## src/design/cbl_pkg.sv

```systemverilog
// shared types, constants and the character class function of the byte lexer
// no dependencies; imported by every module of the block
`default_nettype none

package cbl_pkg;

   localparam int CHAR_CODES = 256;
   localparam int LINE_BITS  = 24;

   // result queue
   localparam int RSP_DEPTH = 4;
   localparam int PTR_BITS  = $clog2(RSP_DEPTH);
   localparam int CNT_BITS  = $clog2(RSP_DEPTH + 1);

   // token kinds
   localparam logic [2:0] KIND_WORD = 3'd0;
   localparam logic [2:0] KIND_NUM  = 3'd1;
   localparam logic [2:0] KIND_STR  = 3'd2;
   localparam logic [2:0] KIND_CHAR = 3'd3;
   localparam logic [2:0] KIND_EOL  = 3'd4;
   localparam logic [2:0] KIND_END  = 3'd5;

   // register indexes
   localparam logic [1:0] REG_EOL_TOKENS    = 2'd0;
   localparam logic [1:0] REG_LOWER_CASE    = 2'd1;
   localparam logic [1:0] REG_LINE_COMMENTS = 2'd2;
   localparam logic [1:0] REG_BLOCK_COMMENTS = 2'd3;

   // class bit positions
   localparam int CL_WS    = 0;
   localparam int CL_DIG   = 1;
   localparam int CL_WORD  = 2;
   localparam int CL_QUOTE = 3;

   localparam logic [7:0] CHAR_NL     = 8'h0A;
   localparam logic [7:0] CHAR_CR     = 8'h0D;
   localparam logic [7:0] CHAR_SPACE  = 8'h20;
   localparam logic [7:0] CHAR_DQUOTE = 8'h22;
   localparam logic [7:0] CHAR_SQUOTE = 8'h27;
   localparam logic [7:0] CHAR_STAR   = 8'h2A;
   localparam logic [7:0] CHAR_MINUS  = 8'h2D;
   localparam logic [7:0] CHAR_DOT    = 8'h2E;
   localparam logic [7:0] CHAR_SLASH  = 8'h2F;
   localparam logic [7:0] CHAR_UNDER  = 8'h5F;
   localparam logic [7:0] CHAR_HIGH   = 8'd128;
   localparam logic [7:0] CHAR_MAX    = 8'd255;
   localparam logic [7:0] CASE_OFFSET = 8'h20;

   typedef struct packed {
      logic [7:0] in_byte;
      logic       end_of_input;
   } req_type;

   typedef struct packed {
      logic [2:0]           token_kind;
      logic [7:0]           token_byte;
      logic                 first_of_token;
      logic                 last_of_token;
      logic                 no_text;
      logic [LINE_BITS-1:0] line_number;
   } rsp_type;

   typedef struct packed {
      logic eol_tokens_on;
      logic lower_case_on;
      logic line_comments_on;
      logic block_comments_on;
   } cfg_type;

   // up to two results per accepted byte
   typedef struct packed {
      logic [1:0]    count;
      rsp_type [1:0] slot;
   } push_type;

   function automatic logic [3:0] cls_of(input logic [7:0] b);
      logic [3:0] c;
      c = 4'b0000;
      if (32'(b) >= CHAR_CODES) begin
         c[CL_WORD] = 1'b1;
      end else begin
         if (b <= CHAR_SPACE) c[CL_WS] = 1'b1;
         if (b inside {[8'h61:8'h7A], [8'h41:8'h5A], CHAR_UNDER, [CHAR_HIGH:CHAR_MAX]})
            c[CL_WORD] = 1'b1;
         if (b inside {[8'h30:8'h39], CHAR_MINUS}) c[CL_DIG] = 1'b1;
         if (b inside {CHAR_DQUOTE, CHAR_SQUOTE}) c[CL_QUOTE] = 1'b1;
      end
      return c;
   endfunction

   function automatic rsp_type make_rsp(input logic [2:0] kind, input logic [7:0] tb,
                                        input logic first, input logic last,
                                        input logic notext,
                                        input logic [LINE_BITS-1:0] line);
      rsp_type r;
      r.token_kind     = kind;
      r.token_byte     = tb;
      r.first_of_token = first;
      r.last_of_token  = last;
      r.no_text        = notext;
      r.line_number    = line;
      return r;
   endfunction

endpackage

`default_nettype wire

```

## src/design/cbl_core.sv

```systemverilog
// lexer state and per-byte decisions, one byte a cycle while accept is high
// depends on cbl_pkg; produces up to two results per transfer for the queue
`default_nettype none

module cbl_core
   import cbl_pkg::*;
(
   input  wire logic    clock,
   input  wire logic    reset,
   input  wire logic    accept,
   input  wire req_type req,
   input  wire cfg_type cfg,
   output push_type     push
);

   typedef enum logic [3:0] {
      MODE_IDLE,
      MODE_WORD,
      MODE_NUM,
      MODE_MINUS,
      MODE_STR,
      MODE_SLASH,
      MODE_LCOM,
      MODE_BCOM
   } mode_type;

   mode_type             mode_ff, mode_in;
   logic [7:0]           held_ff, held_in;
   logic                 held_valid_ff, held_valid_in;
   logic [7:0]           quote_ff, quote_in;
   logic [7:0]           prev_ff, prev_in;
   logic                 started_ff, started_in;
   logic [LINE_BITS-1:0] line_ff, line_in;

   // held byte as a result, folded to lower case for words when enabled
   function automatic rsp_type held_rsp(input logic [2:0] kind, input logic [7:0] hb,
                                        input logic started, input logic last,
                                        input logic lc,
                                        input logic [LINE_BITS-1:0] line);
      logic [7:0] tb;
      tb = hb;
      if (kind == KIND_WORD && lc && (hb inside {[8'h41:8'h5A]})) tb = hb + CASE_OFFSET;
      return make_rsp(kind, tb, ~started, last, 1'b0, line);
   endfunction

   always_comb begin
      logic [1:0]    n;
      rsp_type [1:0] slot;
      logic          do_idle;
      logic [7:0]    b;
      logic [3:0]    c;

      mode_in       = mode_ff;
      held_in       = held_ff;
      held_valid_in = held_valid_ff;
      quote_in      = quote_ff;
      prev_in       = prev_ff;
      started_in    = started_ff;
      line_in       = line_ff;
      n             = 2'd0;
      slot          = '0;
      do_idle       = 1'b0;
      b             = req.in_byte;
      c             = cls_of(b);

      if (accept && req.end_of_input) begin
         case (mode_ff)
            MODE_WORD, MODE_NUM: begin
               slot[n[0]] = held_rsp((mode_ff == MODE_WORD) ? KIND_WORD : KIND_NUM,
                                     held_in, started_in, 1'b1, cfg.lower_case_on, line_in);
               n = n + 2'd1;
            end
            MODE_MINUS, MODE_SLASH: begin
               slot[n[0]] = make_rsp(KIND_CHAR, held_in, 1'b1, 1'b1, 1'b0, line_in);
               n = n + 2'd1;
            end
            MODE_STR: begin
               if (held_valid_in) begin
                  slot[n[0]] = held_rsp(KIND_STR, held_in, started_in, 1'b1,
                                        cfg.lower_case_on, line_in);
               end else begin
                  slot[n[0]] = make_rsp(KIND_STR, 8'h00, 1'b1, 1'b1, 1'b1, line_in);
               end
               n = n + 2'd1;
            end
            default: ;
         endcase
         slot[n[0]] = make_rsp(KIND_END, 8'h00, 1'b1, 1'b1, 1'b1, line_in);
         n             = n + 2'd1;
         mode_in       = MODE_IDLE;
         held_in       = 8'h00;
         held_valid_in = 1'b0;
         quote_in      = 8'h00;
         prev_in       = 8'h00;
         started_in    = 1'b0;
      end else if (accept) begin
         case (mode_ff)
            MODE_WORD, MODE_NUM: begin
               if ((mode_ff == MODE_WORD) ? c[CL_WORD] : (c[CL_DIG] || b == CHAR_DOT)) begin
                  slot[n[0]] = held_rsp((mode_ff == MODE_WORD) ? KIND_WORD : KIND_NUM,
                                        held_in, started_in, 1'b0, cfg.lower_case_on,
                                        line_in);
                  n          = n + 2'd1;
                  started_in = 1'b1;
                  held_in    = b;
               end else begin
                  slot[n[0]] = held_rsp((mode_ff == MODE_WORD) ? KIND_WORD : KIND_NUM,
                                        held_in, started_in, 1'b1, cfg.lower_case_on,
                                        line_in);
                  n          = n + 2'd1;
                  started_in = 1'b0;
                  do_idle    = 1'b1;
               end
            end
            MODE_MINUS: begin
               if (c[CL_DIG] && b != CHAR_MINUS) begin
                  slot[n[0]] = held_rsp(KIND_NUM, held_in, 1'b0, 1'b0,
                                        cfg.lower_case_on, line_in);
                  n          = n + 2'd1;
                  started_in = 1'b1;
                  mode_in    = MODE_NUM;
                  held_in    = b;
               end else begin
                  slot[n[0]] = make_rsp(KIND_CHAR, held_in, 1'b1, 1'b1, 1'b0, line_in);
                  n          = n + 2'd1;
                  do_idle    = 1'b1;
               end
            end
            MODE_STR: begin
               if (b == quote_ff || b == CHAR_NL || b == CHAR_CR) begin
                  if (held_valid_in) begin
                     slot[n[0]] = held_rsp(KIND_STR, held_in, started_in, 1'b1,
                                           cfg.lower_case_on, line_in);
                  end else begin
                     slot[n[0]] = make_rsp(KIND_STR, 8'h00, 1'b1, 1'b1, 1'b1, line_in);
                  end
                  n             = n + 2'd1;
                  held_valid_in = 1'b0;
                  started_in    = 1'b0;
                  mode_in       = MODE_IDLE;
                  // a line break ends the string and is then lexed itself
                  do_idle       = (b != quote_ff);
               end else begin
                  if (held_valid_in) begin
                     slot[n[0]] = held_rsp(KIND_STR, held_in, started_in, 1'b0,
                                           cfg.lower_case_on, line_in);
                     n          = n + 2'd1;
                     started_in = 1'b1;
                  end
                  held_in       = b;
                  held_valid_in = 1'b1;
               end
            end
            MODE_SLASH: begin
               if (b == CHAR_SLASH && cfg.line_comments_on) begin
                  mode_in       = MODE_LCOM;
                  held_valid_in = 1'b0;
               end else if (b == CHAR_STAR && cfg.block_comments_on) begin
                  mode_in       = MODE_BCOM;
                  held_valid_in = 1'b0;
                  prev_in       = 8'h00;
               end else begin
                  slot[n[0]] = make_rsp(KIND_CHAR, held_in, 1'b1, 1'b1, 1'b0, line_in);
                  n          = n + 2'd1;
                  do_idle    = 1'b1;
               end
            end
            MODE_LCOM: begin
               if (b == CHAR_NL || b == CHAR_CR) do_idle = 1'b1;
            end
            MODE_BCOM: begin
               if (b == CHAR_NL && line_in != '1) line_in = line_in + LINE_BITS'(1);
               if (b == CHAR_SLASH && prev_ff == CHAR_STAR) begin
                  mode_in = MODE_IDLE;
                  prev_in = 8'h00;
               end else begin
                  prev_in = b;
               end
            end
            default: do_idle = 1'b1;
         endcase

         // byte seen between tokens
         if (do_idle) begin
            mode_in       = MODE_IDLE;
            held_valid_in = 1'b0;
            started_in    = 1'b0;
            if (c[CL_WS]) begin
               if (b == CHAR_NL) begin
                  if (line_in != '1) line_in = line_in + LINE_BITS'(1);
                  if (cfg.eol_tokens_on) begin
                     slot[n[0]] = make_rsp(KIND_EOL, 8'h00, 1'b1, 1'b1, 1'b1, line_in);
                     n          = n + 2'd1;
                  end
               end
            end else if (c[CL_DIG] || c[CL_WORD]) begin
               mode_in       = c[CL_DIG] ? ((b == CHAR_MINUS) ? MODE_MINUS : MODE_NUM)
                                         : MODE_WORD;
               held_in       = b;
               held_valid_in = 1'b1;
            end else if (c[CL_QUOTE]) begin
               mode_in  = MODE_STR;
               quote_in = b;
            end else if (b == CHAR_SLASH && (cfg.line_comments_on || cfg.block_comments_on)) begin
               mode_in       = MODE_SLASH;
               held_in       = b;
               held_valid_in = 1'b1;
            end else begin
               slot[n[0]] = make_rsp(KIND_CHAR, b, 1'b1, 1'b1, 1'b0, line_in);
               n          = n + 2'd1;
            end
         end
      end

      push.count = n;
      push.slot  = slot;
   end

   always_ff @(posedge clock) begin
      if (reset) begin
         mode_ff       <= MODE_IDLE;
         held_ff       <= 8'h00;
         held_valid_ff <= 1'b0;
         quote_ff      <= 8'h00;
         prev_ff       <= 8'h00;
         started_ff    <= 1'b0;
         line_ff       <= '0;
      end else if (accept) begin
         mode_ff       <= mode_in;
         held_ff       <= held_in;
         held_valid_ff <= held_valid_in;
         quote_ff      <= quote_in;
         prev_ff       <= prev_in;
         started_ff    <= started_in;
         line_ff       <= line_in;
      end
   end

endmodule

`default_nettype wire

```

## src/design/cbl_rsp_queue.sv

```systemverilog
// small queue: up to two results in a cycle, one out unless rsp_stall
// depends on cbl_pkg; sits between the lexer core and the result port
`default_nettype none

module cbl_rsp_queue
   import cbl_pkg::*;
(
   input  wire logic     clock,
   input  wire logic     reset,
   input  wire push_type push,
   output logic          room,
   output logic          rsp_valid,
   input  wire logic     rsp_stall,
   output rsp_type       rsp_payload
);

   rsp_type [RSP_DEPTH-1:0] entry_ff;
   logic [PTR_BITS-1:0]     wr_ff, wr_in;
   logic [PTR_BITS-1:0]     rd_ff, rd_in;
   logic [CNT_BITS-1:0]     count_ff, count_in;
   logic [PTR_BITS-1:0]     wr_second;
   logic                    pop;

   assign pop         = rsp_valid && !rsp_stall;
   assign rsp_valid   = (count_ff != '0);
   assign rsp_payload = entry_ff[rd_ff];
   // room for a worst-case pair of results
   assign room        = (count_ff <= CNT_BITS'(RSP_DEPTH - 2));
   assign wr_second   = wr_ff + PTR_BITS'(1);
   assign wr_in       = wr_ff + PTR_BITS'(push.count);
   assign rd_in       = rd_ff + PTR_BITS'(pop);
   assign count_in    = count_ff + CNT_BITS'(push.count) - CNT_BITS'(pop);

   always_ff @(posedge clock) begin
      if (push.count != 2'd0) entry_ff[wr_ff] <= push.slot[0];
      if (push.count == 2'd2) entry_ff[wr_second] <= push.slot[1];
      if (reset) begin
         wr_ff    <= '0;
         rd_ff    <= '0;
         count_ff <= '0;
      end else begin
         wr_ff    <= wr_in;
         rd_ff    <= rd_in;
         count_ff <= count_in;
      end
   end

   a_fill_bound: assert property (@(posedge clock) disable iff (reset)
      count_ff <= CNT_BITS'(RSP_DEPTH))
      else $error("result queue overfilled");

   a_push_room: assert property (@(posedge clock) disable iff (reset)
      push.count != 2'd0 |-> count_ff <= CNT_BITS'(RSP_DEPTH - 2))
      else $error("results pushed without room for a pair");

   a_drain: assert property (@(posedge clock) disable iff (reset)
      pop && push.count == 2'd0 |=> count_ff == $past(count_ff) - CNT_BITS'(1))
      else $error("queue fill not reduced by a lone transfer out");

endmodule

`default_nettype wire

```

## src/design/configurable_byte_lexer.sv

```systemverilog
// byte lexer: one byte per transfer in, token results out through a 4-entry queue
// results are written to the queue and offered on rsp from its head in order
// throughput: one byte per cycle; bytes yielding two results drain one per cycle
// when rsp_stall is low; req_stall rises while more than two results are queued
// reset is synchronous: lexer idle, line count zero, queue empty, registers default
`default_nettype none

module configurable_byte_lexer
   import cbl_pkg::*;
(
   input  wire logic        clock,
   input  wire logic        reset,
   input  wire logic        req_valid,
   output logic             req_stall,
   input  wire req_type     req_payload,
   output logic             rsp_valid,
   input  wire logic        rsp_stall,
   output rsp_type          rsp_payload,
   input  wire logic        psel,
   input  wire logic        penable,
   input  wire logic        pwrite,
   input  wire logic [3:0]  paddr,
   input  wire logic [31:0] pwdata,
   output logic [31:0]      prdata,
   output logic             pready
);

   cfg_type  cfg_ff, cfg_in;
   push_type push;
   logic     room;
   logic     accept;
   logic     csr_write;

   assign pready    = 1'b1;
   assign req_stall = !room;
   assign accept    = req_valid && room;
   assign csr_write = psel && penable && pwrite && pready;

   always_comb begin
      cfg_in = cfg_ff;
      if (csr_write) begin
         case (paddr[3:2])
            REG_EOL_TOKENS:     cfg_in.eol_tokens_on     = pwdata[0];
            REG_LOWER_CASE:     cfg_in.lower_case_on     = pwdata[0];
            REG_LINE_COMMENTS:  cfg_in.line_comments_on  = pwdata[0];
            REG_BLOCK_COMMENTS: cfg_in.block_comments_on = pwdata[0];
            default: ;
         endcase
      end
   end

   always_comb begin
      case (paddr[3:2])
         REG_EOL_TOKENS:     prdata = {31'd0, cfg_ff.eol_tokens_on};
         REG_LOWER_CASE:     prdata = {31'd0, cfg_ff.lower_case_on};
         REG_LINE_COMMENTS:  prdata = {31'd0, cfg_ff.line_comments_on};
         REG_BLOCK_COMMENTS: prdata = {31'd0, cfg_ff.block_comments_on};
         default:            prdata = 32'd0;
      endcase
   end

   always_ff @(posedge clock) begin
      if (reset) begin
         cfg_ff.eol_tokens_on     <= 1'b0;
         cfg_ff.lower_case_on     <= 1'b0;
         cfg_ff.line_comments_on  <= 1'b1;
         cfg_ff.block_comments_on <= 1'b1;
      end else begin
         cfg_ff <= cfg_in;
      end
   end

   cbl_core u_core (
      .clock  (clock),
      .reset  (reset),
      .accept (accept),
      .req    (req_payload),
      .cfg    (cfg_ff),
      .push   (push)
   );

   cbl_rsp_queue u_queue (
      .clock       (clock),
      .reset       (reset),
      .push        (push),
      .room        (room),
      .rsp_valid   (rsp_valid),
      .rsp_stall   (rsp_stall),
      .rsp_payload (rsp_payload)
   );

endmodule

`default_nettype wire
```

## config.mk

```make
export PLATFORM = sky130hd
export DESIGN_NAME = configurable_byte_lexer
export DESIGN_NICKNAME = d
export VERILOG_FILES = /design/src/design/cbl_pkg.sv /design/src/design/cbl_core.sv /design/src/design/cbl_rsp_queue.sv /design/src/design/configurable_byte_lexer.sv
export SDC_FILE = /design/constraint.sdc
export NUM_CORES = 1
export LEC_CHECK = 0
export ABC_AREA = 1
export BUFFER_PORTS_ARGS = -buffer_cell sky130_fd_sc_hd__buf_4
export CAP_MARGIN = 20
export CORE_MARGIN = 4
export CORE_UTILIZATION = 40
export DETAILED_ROUTE_END_ITERATION = 10
export GPL_ROUTABILITY_DRIVEN = 0
export SYNTH_ARGS = -nofsm -noshare
export SYNTH_HDL_FRONTEND = slang
export SYNTH_SLANG_ARGS = --single-unit
```

## constraint.sdc

```tcl
create_clock -name clock -period 5.2 [get_ports clock]
set_clock_uncertainty 0.2 [all_clocks]
set_input_delay 1.04 -clock clock [delete_from_list [all_inputs] [get_ports clock]]
set_output_delay 1.04 -clock clock [all_outputs]
set_load 0.005 [all_outputs]
```

==> summary.md, run 1 <==
Average cell area after synthesis: 6.054 µm². Gates resized during post-CTS repair numbered 0. VDD sags by at most 0.3053 mV.

After clock tree synthesis, the flow added hold-fix buffers numbering 0. The run gives 0 as the overflow left after global routing. The first-pass GRT wire length was 85.98 mm; the number of inserted filler cells in the final layout was 3,913. The critical path is of the flip-flop to flip-flop type. For the accumulated negative setup slack, the log shows 0 ns. The root buffer cell chosen for the clock tree is clkbuf_16. The endpoint with the worst hold slack is u_queue.entry_ff[110]. The via count of the first global-routing pass was 15.21k; the actual transition at the worst max-transition pin was 0.9120 ns. The average vias per placed instance works out to 5.539. Counting instances, the worst hold path has a depth of 2. The floorplan step set the die height to 202.2 µm.

The initial antenna violation count was 0; the detailed-route wire length was 55.11 mm. The run gives 36,870 µm² as the placeable core region. During placement, the flow inserted port buffers numbering 59. After detailed placement, the total cell area comes to 15,850 µm². After layout, the minimum clock period comes to 4.381 ns.

The completed layout was analyzed and its total power is 8.159 mW. At the end of the flow, the number of nets in the layout was 2,559. Setup repair after global routing left no endpoint under its margin. The sink count of the clock tree came out at 216. The detailed router finished its first iteration with 1,920 violations. The repair_antennas step left the layout with diodes totalling 0. Summing all multi-input logic gate instances after layout gives 9114 µm². The logs give 6 for the first-pass detailed-route iteration total and 0.82 ns for the slack of the worst reg-to-reg path. Max-cap violations in this run came to 0. The required time of the critical path is 5.48 ns. In the routed design, unresolved DRC markers number 0. The startpoint identified for the worst hold timing path is u_queue.entry_ff[110].

The worst path uses 84.26% of the clock period. The largest net degree at the start of global routing is 73, and the largest fanout of any net on the critical path is 16. Cell count of the worst reg-to-reg path: 18.

The initial utilization of the core area, before any placement, comes to 40.91%. Maximum buffer depth of the clock tree: 3. The critical register-to-register path startpoint is u_core.line_ff[0]. Power spread over the standard cell area amounts to 488.4 nW/µm². The capturing point of the worst reg2reg path was u_queue.entry_ff[2].

The worst setup path is launched from a flip-flop. Total global-route track usage: 25.73%. CTS clock-pin slew for the worst setup and hold paths: 0.06 ns. The tools report the number of max-slew violations in the final report as 0. The detailed placer's ending HPWL came out at 37.34 mm. The run gives 16,710 µm² as the area of all placed cells without fillers. The die covers 40,880 µm².

The worst setup path is captured at a flip-flop. Headroom to the max-slew limit came out at 38.40%. The post-synthesis instance area was 15,090 µm². For this design the static power due to leakage is 7.280 nW. I/O pin count: 125.

The highest achievable clock rate was 0.2282 GHz; the sequential cell area was 4325 µm². The detail route stage leaves a number of antenna-violating nets equal to 0. After layout, the worst setup slack is 0.8186 ns. The path class of the tightest hold or removal check is flip-flop to flip-flop. The floorplan has 70 rows. Of the cells placed in the final design, the portion with a size suffix greater than 1 is 10.75%. For the worst-skew pair, the clock arrives at the later sink with an insertion delay of 0.55 ns. After synthesis, flip-flops and latches occupy 28.66% of the total area. Detailed routing inserted a total of 16.71k vias.

The number of buffers added for setup after CTS was 0; the total of flip-flops plus latches after synthesis was 216. The tools report the warning count from the yosys run as 0. The post-synthesis instance total is 2,492, and the count of H-tree levels built during CTS is 1.

The flow ran to the end, and the final reports show no timing, DRC or antenna violations. Compared with the post-synthesis result, the final layout area differs by 10.74%. The run gives 0 as the final-report hold violation count.

The die is 202.2 µm wide. The average detailed-routed wire length per instance is 18.27 µm. The run gives 4.66 ns as the data arrival at the endpoint of the critical path. The run gives 0.3868 ns as the worst slack after detailed placement. TritonCTS built the clock tree. The number of unique standard cell types used by synthesis is 58, and the number of buffers created by CTS is 26.

The total setup violations reported at the end of the flow was 0.
[metal layers]
metal  GRT usage, %  part of all wire (%)  vias up  routed length, µm
met4          7.662                   3.1        0               1685
met2          40.72                    43      784              23890
li1               -                     -     8098                  -
met1          36.18                    44     7701              24370
met5              0                     0        -                  0
met3          4.219                   9.4      122               5159
[final cells by class]
type                       count  area share (%)
clock buffer                  41           4.838
timing repair buffer         110           5.467
inverter                     231           5.190
clock inverter                 4          0.2846
tap                          504           3.775
sequential                   216           25.89
multi-input combinational   1910           54.55
[kinds of logic (layout without fill, tap and decap cells)]
logic type / count (synthesis) / after routing / synth area share, %
and+or+nand+nor: 1263 / 1263 / 35.94
adders and majority gates: 12 / 12 / 1.045
xor gates and xnor gates: 25 / 25 / 1.576
AOI/OAI and AO/OA: 578 / 578 / 20.98
DFF: 216 / 216 / 28.66
buffers and inverters: 396 / 386 / 11.75
other: 2 / 32 / 0.04978
[flip-flops by register name (all words and copies together), names as in the netlist]
name / count
u_core.line_ff: 24
u_core.held_ff: 8
u_core.started_ff: 1
u_core.quote_ff: 8
u_queue.entry_ff: 152
u_core.held_valid_ff: 1
u_queue.rd_ff: 2
cfg_ff: 4
u_core.mode_ff: 3
u_core.prev_ff: 8
u_queue.count_ff: 3
u_queue.wr_ff: 2
[through the flow]
| step | util (%) | std cells | hold WS, ns |
|---|---|---|---|
| 6_report | 45.31 | 3016 | 0.2631 |
| 5_1_grt | 45.31 | 3016 | 0.2774 |
| 4_1_cts | 45.31 | 3016 | 0.2623 |
| 3_5_place_dp | 42.99 | 2971 | 0.2530 |
| 3_3_place_gp | 42.99 | 2971 | 0.2481 |
| 2_1_floorplan | - | 2522 | 0.2362 |
[cell usage in the layout (no fill, tap or decap), types with 5 or more instances in the layout]
cell,netlist,routed
dfxtp_1,216,215
nor4_1,5,5
clkbuf_8,0,8
nor3_1,19,19
a22oi_1,10,10
nor2_2,19,21
nand2_2,34,34
o22ai_1,52,52
nand3_2,6,6
clkbuf_1,47,6
a211oi_1,8,8
clkbuf_16,0,27
nand4_1,32,32
xnor2_1,9,9
o211ai_1,14,14
buf_12,0,7
ha_1,11,11
o21ai_0,189,189
inv_1,204,204
nor2_4,9,10
buf_4,51,103
o31ai_1,5,5
conb_1,2,32
nor2_1,304,301
xor2_1,15,15
nand3_1,162,162
o21ai_1,24,24
a31oi_1,7,7
inv_2,24,25
a21oi_1,246,246
nand2_1,657,657
[cells in the mapped netlist (all sizes together)]
cell / n / area, µm²
ha: 11 / 137.6
buf: 115 / 709.4
xor2: 16 / 158.9
clkinv: 3 / 11.26
o211ai: 16 / 138.9
nor4: 5 / 31.28
o21a: 3 / 22.52
dfxtp: 216 / 4324
o22ai: 54 / 350.3
a21boi: 3 / 22.52
xnor2: 9 / 78.83
nand2: 692 / 2690
inv: 228 / 855.8
nand3: 171 / 923.4
conb: 2 / 7.510
o2111ai: 1 / 8.760
a22oi: 11 / 87.58
o41ai: 1 / 8.760
a221oi: 1 / 8.760
fa: 1 / 20.02
o21bai: 1 / 7.510
o21ai: 217 / 1101
a211oi: 8 / 60.06
a21oi: 250 / 1266
nor2: 334 / 1401
a31oi: 7 / 43.79
and3: 1 / 6.260
clkbuf: 50 / 196.4
or2: 3 / 18.78
nand4: 33 / 212.7
nor3: 21 / 115.1
o31ai: 5 / 37.54
nand3b: 3 / 22.52
[critical path, cell delays in order, from the launching register on]
cell and delay [ns]:
dfxtp_1 0.52, ha_1 0.29, inv_1 0.06, nor2_1 0.17, nand2_1 0.15, inv_1 0.17
nand2_2 0.15, nand2_1 0.12, nand2_1 0.06, nand2_1 0.28, ha_1 0.38, nand3_2 0.24
nor2_8 0.21, nand3_4 0.24, nand2_1 0.19, a22oi_1 0.09, o21ai_1 0.49, nand2_1 0.13
a21oi_1 0.16
[report_power, final]
group          leakage [nW]  internal, mW  switching (mW)
sequential             1.78          2.22           0.288
combinational          5.08          1.35            2.44
clock                 0.419          1.10           0.752
[how the worst max path moves through the flow]
| stage | startpoint | endpoint | slack (ns) | cells past startpoint |
|---|---|---|---|---|
| 3_5_place_dp | req_payload[3] | u_queue.count_ff[2] | 0.39 | 23 |
| 5_1_grt | req_payload[1] | u_queue.count_ff[2] | 0.47 | 23 |
| 4_1_cts | req_payload[3] | u_queue.count_ff[2] | 0.93 | 23 |
| 6_report | u_core.line_ff[0] | u_queue.entry_ff[2] | 0.82 | 18 |
| 3_3_place_gp | req_payload[3] | u_queue.count_ff[2] | 0.40 | 23 |
| 2_1_floorplan | req_payload[5] | u_queue.count_ff[2] | 0.74 | 24 |
No activity file was read; power rests on OpenSTA's default activity.
==> run 2, diff against run 1 <==
- ABC_AREA: 1 -> 0
- clock period: 5.2 -> 4 ns (I/O delays scaled with it)
==> summary.md, run 2 <==
The flow ran to the end, but the final reports show violations. The checks that failed: setup timing. The overall power after layout was 9.065 mW (+11%). The number of enable flip-flop cells after synthesis is 0 (unchanged), and the area growth from synthesis to final layout is 35.84%. The warning count from the yosys run was 0 (unchanged).

The run gives 14,230 µm² (-5.7%) as the post-synthesis instance area. The sequential area share after synthesis is 30.39% (+1.7 points). The average cell area after synthesis was 7.755 µm² (+28%). Master of the slowest instance on the critical path: or4_1. The multiplexer share of the synthesized area was 7.562% (+7.6 points); the detailed placer's ending HPWL was 40.96 mm (+9.7%).

The critical path goes through buf_8, nor4b_4, and3_1, buf_6, o21ai_4, xnor2_4, ha_4, nand2_2, mux2i_4, o211ai_1, or4_1, buf_6, nor2_4, mux2i_4, nor2_1, a221oi_2, buf_4, a22oi_1. The run gives 1,698 (-12%) as the first-iteration detailed-routing DRC count. STA classifies the critical path endpoint as a flip-flop. The library cell used most frequently in the layout, excluding fill and tap cells, is buf_4.

The worst slack after detailed placement is -0.5960 ns (-0.9827 ns). Setup repair after global routing could not meet its margin everywhere. The logs give 2,223 (-13%) for the final layout net count and 0 (unchanged) for the number of max-slew violations in the final report. The total global-route track usage came out at 27.44% (+1.7 points). The category of the critical setup timing path was input port to flip-flop.

Clock tree synthesis selected as its root buffer the cell clkbuf_16. Placeable core region: 34,800 µm² (-5.6%). The height of the die is 196.6 µm (-2.8%). The biggest area contributor in the post-synthesis netlist is dfxtp_1.

The logs give 16.19k (-3.1%) for the total number of vias and 0.56 ns (about the same) for the clock insertion delay at the later pin of the skew report. Subtracting the final worst setup slack from the clock period gives 4.078 ns. The required time of the critical path was 4.22 ns (-1.26 ns).

The number of flip-flops in the largest register was 152 (unchanged); the worst ir drop on vdd was 0.4075 mV (+34%). The largest net degree at the start of global routing was 64 (-12%). By area, the combinational part of the netlist is dominated by compound AO/OA/AOI/OAI gates. The fraction of registers with async set/reset was 0% (unchanged). The worst min-delay path class is flip-flop to flip-flop. The CTS clock-pin slew for the worst setup and hold paths came out at 0.06 ns (about the same).

More flip-flops sit in one register than any other, and that register is u_queue.entry_ff. The post-synthesis share of cell area spent on and, or, nand and nor gates was 22.98% (-13 points). Leaving out fill and tap cells, the most frequent cells in the layout are 415 x buf_4, 231 x nand2_1, 204 x dfxtp_1.

For the count of antenna diodes in the layout, the log shows 0 (unchanged). The cell family contributing the most delay on the critical path was simple AND/OR/NAND/NOR gates. Worst slew margin relative to its limit: 47.55% (+9.2 points). For this run, the leading register cell type out of synthesis is dfxtp_1. The tools report the total setup violations reported at the end of the flow as 12 (+12). Fraction of layout cells with a size suffix above 1: 31.63% (+21 points).

The starting utilization of the core area came out at 40.89% (about the same). The worst-case setup margin in the final layout is -0.07805 ns (-0.8967 ns). Maximum buffer depth of the clock tree: 3 (unchanged). The worst setup path is launched from an input port. The area share of the largest cell type after synthesis came out at 30.39% (+1.7 points). The largest fanout of any net on the critical path works out to 6 (-10). After synthesis, the most frequently instantiated cells are 239 x nand2_1, 216 x dfxtp_1, 170 x nor2_1. For this run, the top clock speed supported by timing is 0.2452 GHz. For the standard-cell row count, the log shows 68 (-2.9%). TritonCTS built the clock tree. The count of max-cap constraint violations was 0 (unchanged); the worst path buffer plus inverter count was 4 (+2). The floorplan die width was 196.6 µm (-2.8%). The number of buffers created by CTS is 25 (-3.8%), and the die area is 38,660 µm² (-5.5%).

The leakage power summed over all cells was 7.529 nW (+3.4%); the largest stage delay on the critical path was 0.44 ns (-0.08 ns). The data arrival at the endpoint of the critical path was 4.29 ns (-0.37 ns); the first-pass GRT wire length was 85.51 mm (-0.55%). The I/O pin count was 125 (unchanged). The run gives 90 (+55%) as the number of unique standard cell types used by synthesis.

Count of buffers from port buffering: 59 (unchanged). The detailed-route wire length is 56.78 mm (+3.0%). Dividing the final minimum period by the clock period gives 102.0%. For the number of remaining DRC errors, the log shows 0 (unchanged). The number of buffers inserted by hold repair at cts is 0 (unchanged).

The average detailed-routed wire length per instance was 21.59 µm (+18%). For the via count of the first global-routing pass, the log shows 15.26k (+0.33%). The final-report hold violation count was 0 (unchanged). The most frequent cell after synthesis is nand2_1.

The count of nets left with antenna violations after detail routing came out at 0 (unchanged). The post-synthesis instance total was 1,835 (-26%); the worst hold slack after final layout was 0.2471 ns (-0.01603 ns). The total of flip-flops plus latches after synthesis works out to 216 (unchanged). The synthesized-area fraction occupied by xor and xnor cells is 3.746% (+2.2 points), and the adder-cell share of the synthesized area is 1.108% (+0.063 points).

The tools report the overflow left after global routing as 0 (unchanged). The average vias per placed instance works out to 6.157 (+11%). The initial antenna violation count was 1 (+1); the power per standard cell area was 469.0 nW/µm² (-4.0%).

In the final layout, the registers with the most flip-flops are u_queue.entry_ff x152, u_core.line_ff x24. After synthesis, the cell types taking the most area are dfxtp_1 30%, nand2_1 6.3%, mux4_2 6.2%, o21ai_0 5.6%, nor2_1 4.5%. The actual transition at the worst max-transition pin works out to 0.7859 ns (-0.1261 ns). The tools report the first-pass detailed-route iteration total as 6 (unchanged). The run gives 1 (unchanged) as the count of H-tree levels built during CTS. The tools report the sink count of the clock tree as 216 (unchanged).

The synthesized-area fraction occupied by ao, oa, aoi and oai cells works out to 27.54% (+6.6 points).
## run 2: worst min-delay path, cell delays in order (launching register included)
cell	delay [ns]
dfxtp_1	0.32
inv_1	0.05
nor2_1	0.03
## run 2: metal layers
| layer | global-route usage (%) | part of all wire [%] | up-vias |
|---|---|---|---|
| li1 | - | - | 7408 |
| met1 | 37.37 | 42 | 7786 |
| met2 | 44.87 | 46 | 839 |
| met3 | 3.880 | 7.9 | 161 |
| met4 | 9.579 | 4.1 | 0 |
| met5 | 0 | 0 | - |
## run 2: worst paths after layout
kind,slack [ns],cells past startpoint,end,start
setup reg to reg,-0.02,17,u_queue.entry_ff[39],u_core.line_ff[22]
hold / removal,0.25,2,u_core.quote_ff[6],u_core.quote_ff[6]
setup / recovery,-0.08,18,u_queue.entry_ff[39],req_payload[8]
hold reg to reg,0.25,2,u_core.quote_ff[6],u_core.quote_ff[6]
## run 2: kinds of logic after synthesis
logic type,after synthesis
XOR/XNOR,60
other,2
adder cells (fa/ha/maj),12
AO/OA/AOI/OAI,599
AND/OR/NAND/NOR,674
flip-flops,216
multiplexers,58
buffers and inverters,214
## run 2: cell type report
type	count	area (µm²)
tap	455	569.3
multi-input combinational	1435	9732
inverter	32	122.6
timing repair buffer	449	3704
clock buffer	31	688.2
sequential	216	4339
fill	3194	15470
clock inverter	12	175.2
## run 2: per-stage QoR
step | setup TNS, ns | cell area, µm² | utilization (%) | std cells
5_1_grt | -2.388 | 19330 | 55.55 | 2630
4_1_cts | 0 | 18720 | 53.81 | 2610
2_1_floorplan | -58.55 | 14820 | - | 1865
6_report | -0.4698 | 19330 | 55.55 | 2630
3_3_place_gp | -71.13 | 17810 | 51.19 | 2566
3_5_place_dp | -75.55 | 17810 | 51.19 | 2566
## run 2: power by group
group / internal, mW / total (mW) / switching [mW]
logic: 1.72 / 3.39 / 1.67
registers: 2.84 / 3.23 / 0.390
clock network: 1.48 / 2.44 / 0.967
total: 6.03 / 9.06 / 3.03
## run 2: repair_timing
action / in CTS / in global routing
cloned: 0 / 1
setup buffers: 1 / 20
endpoints found under the hold margin: 0 / 0
pin swaps: 2 / 39
resized for setup: 6 / 112
endpoints found under the setup margin: 7 / 146
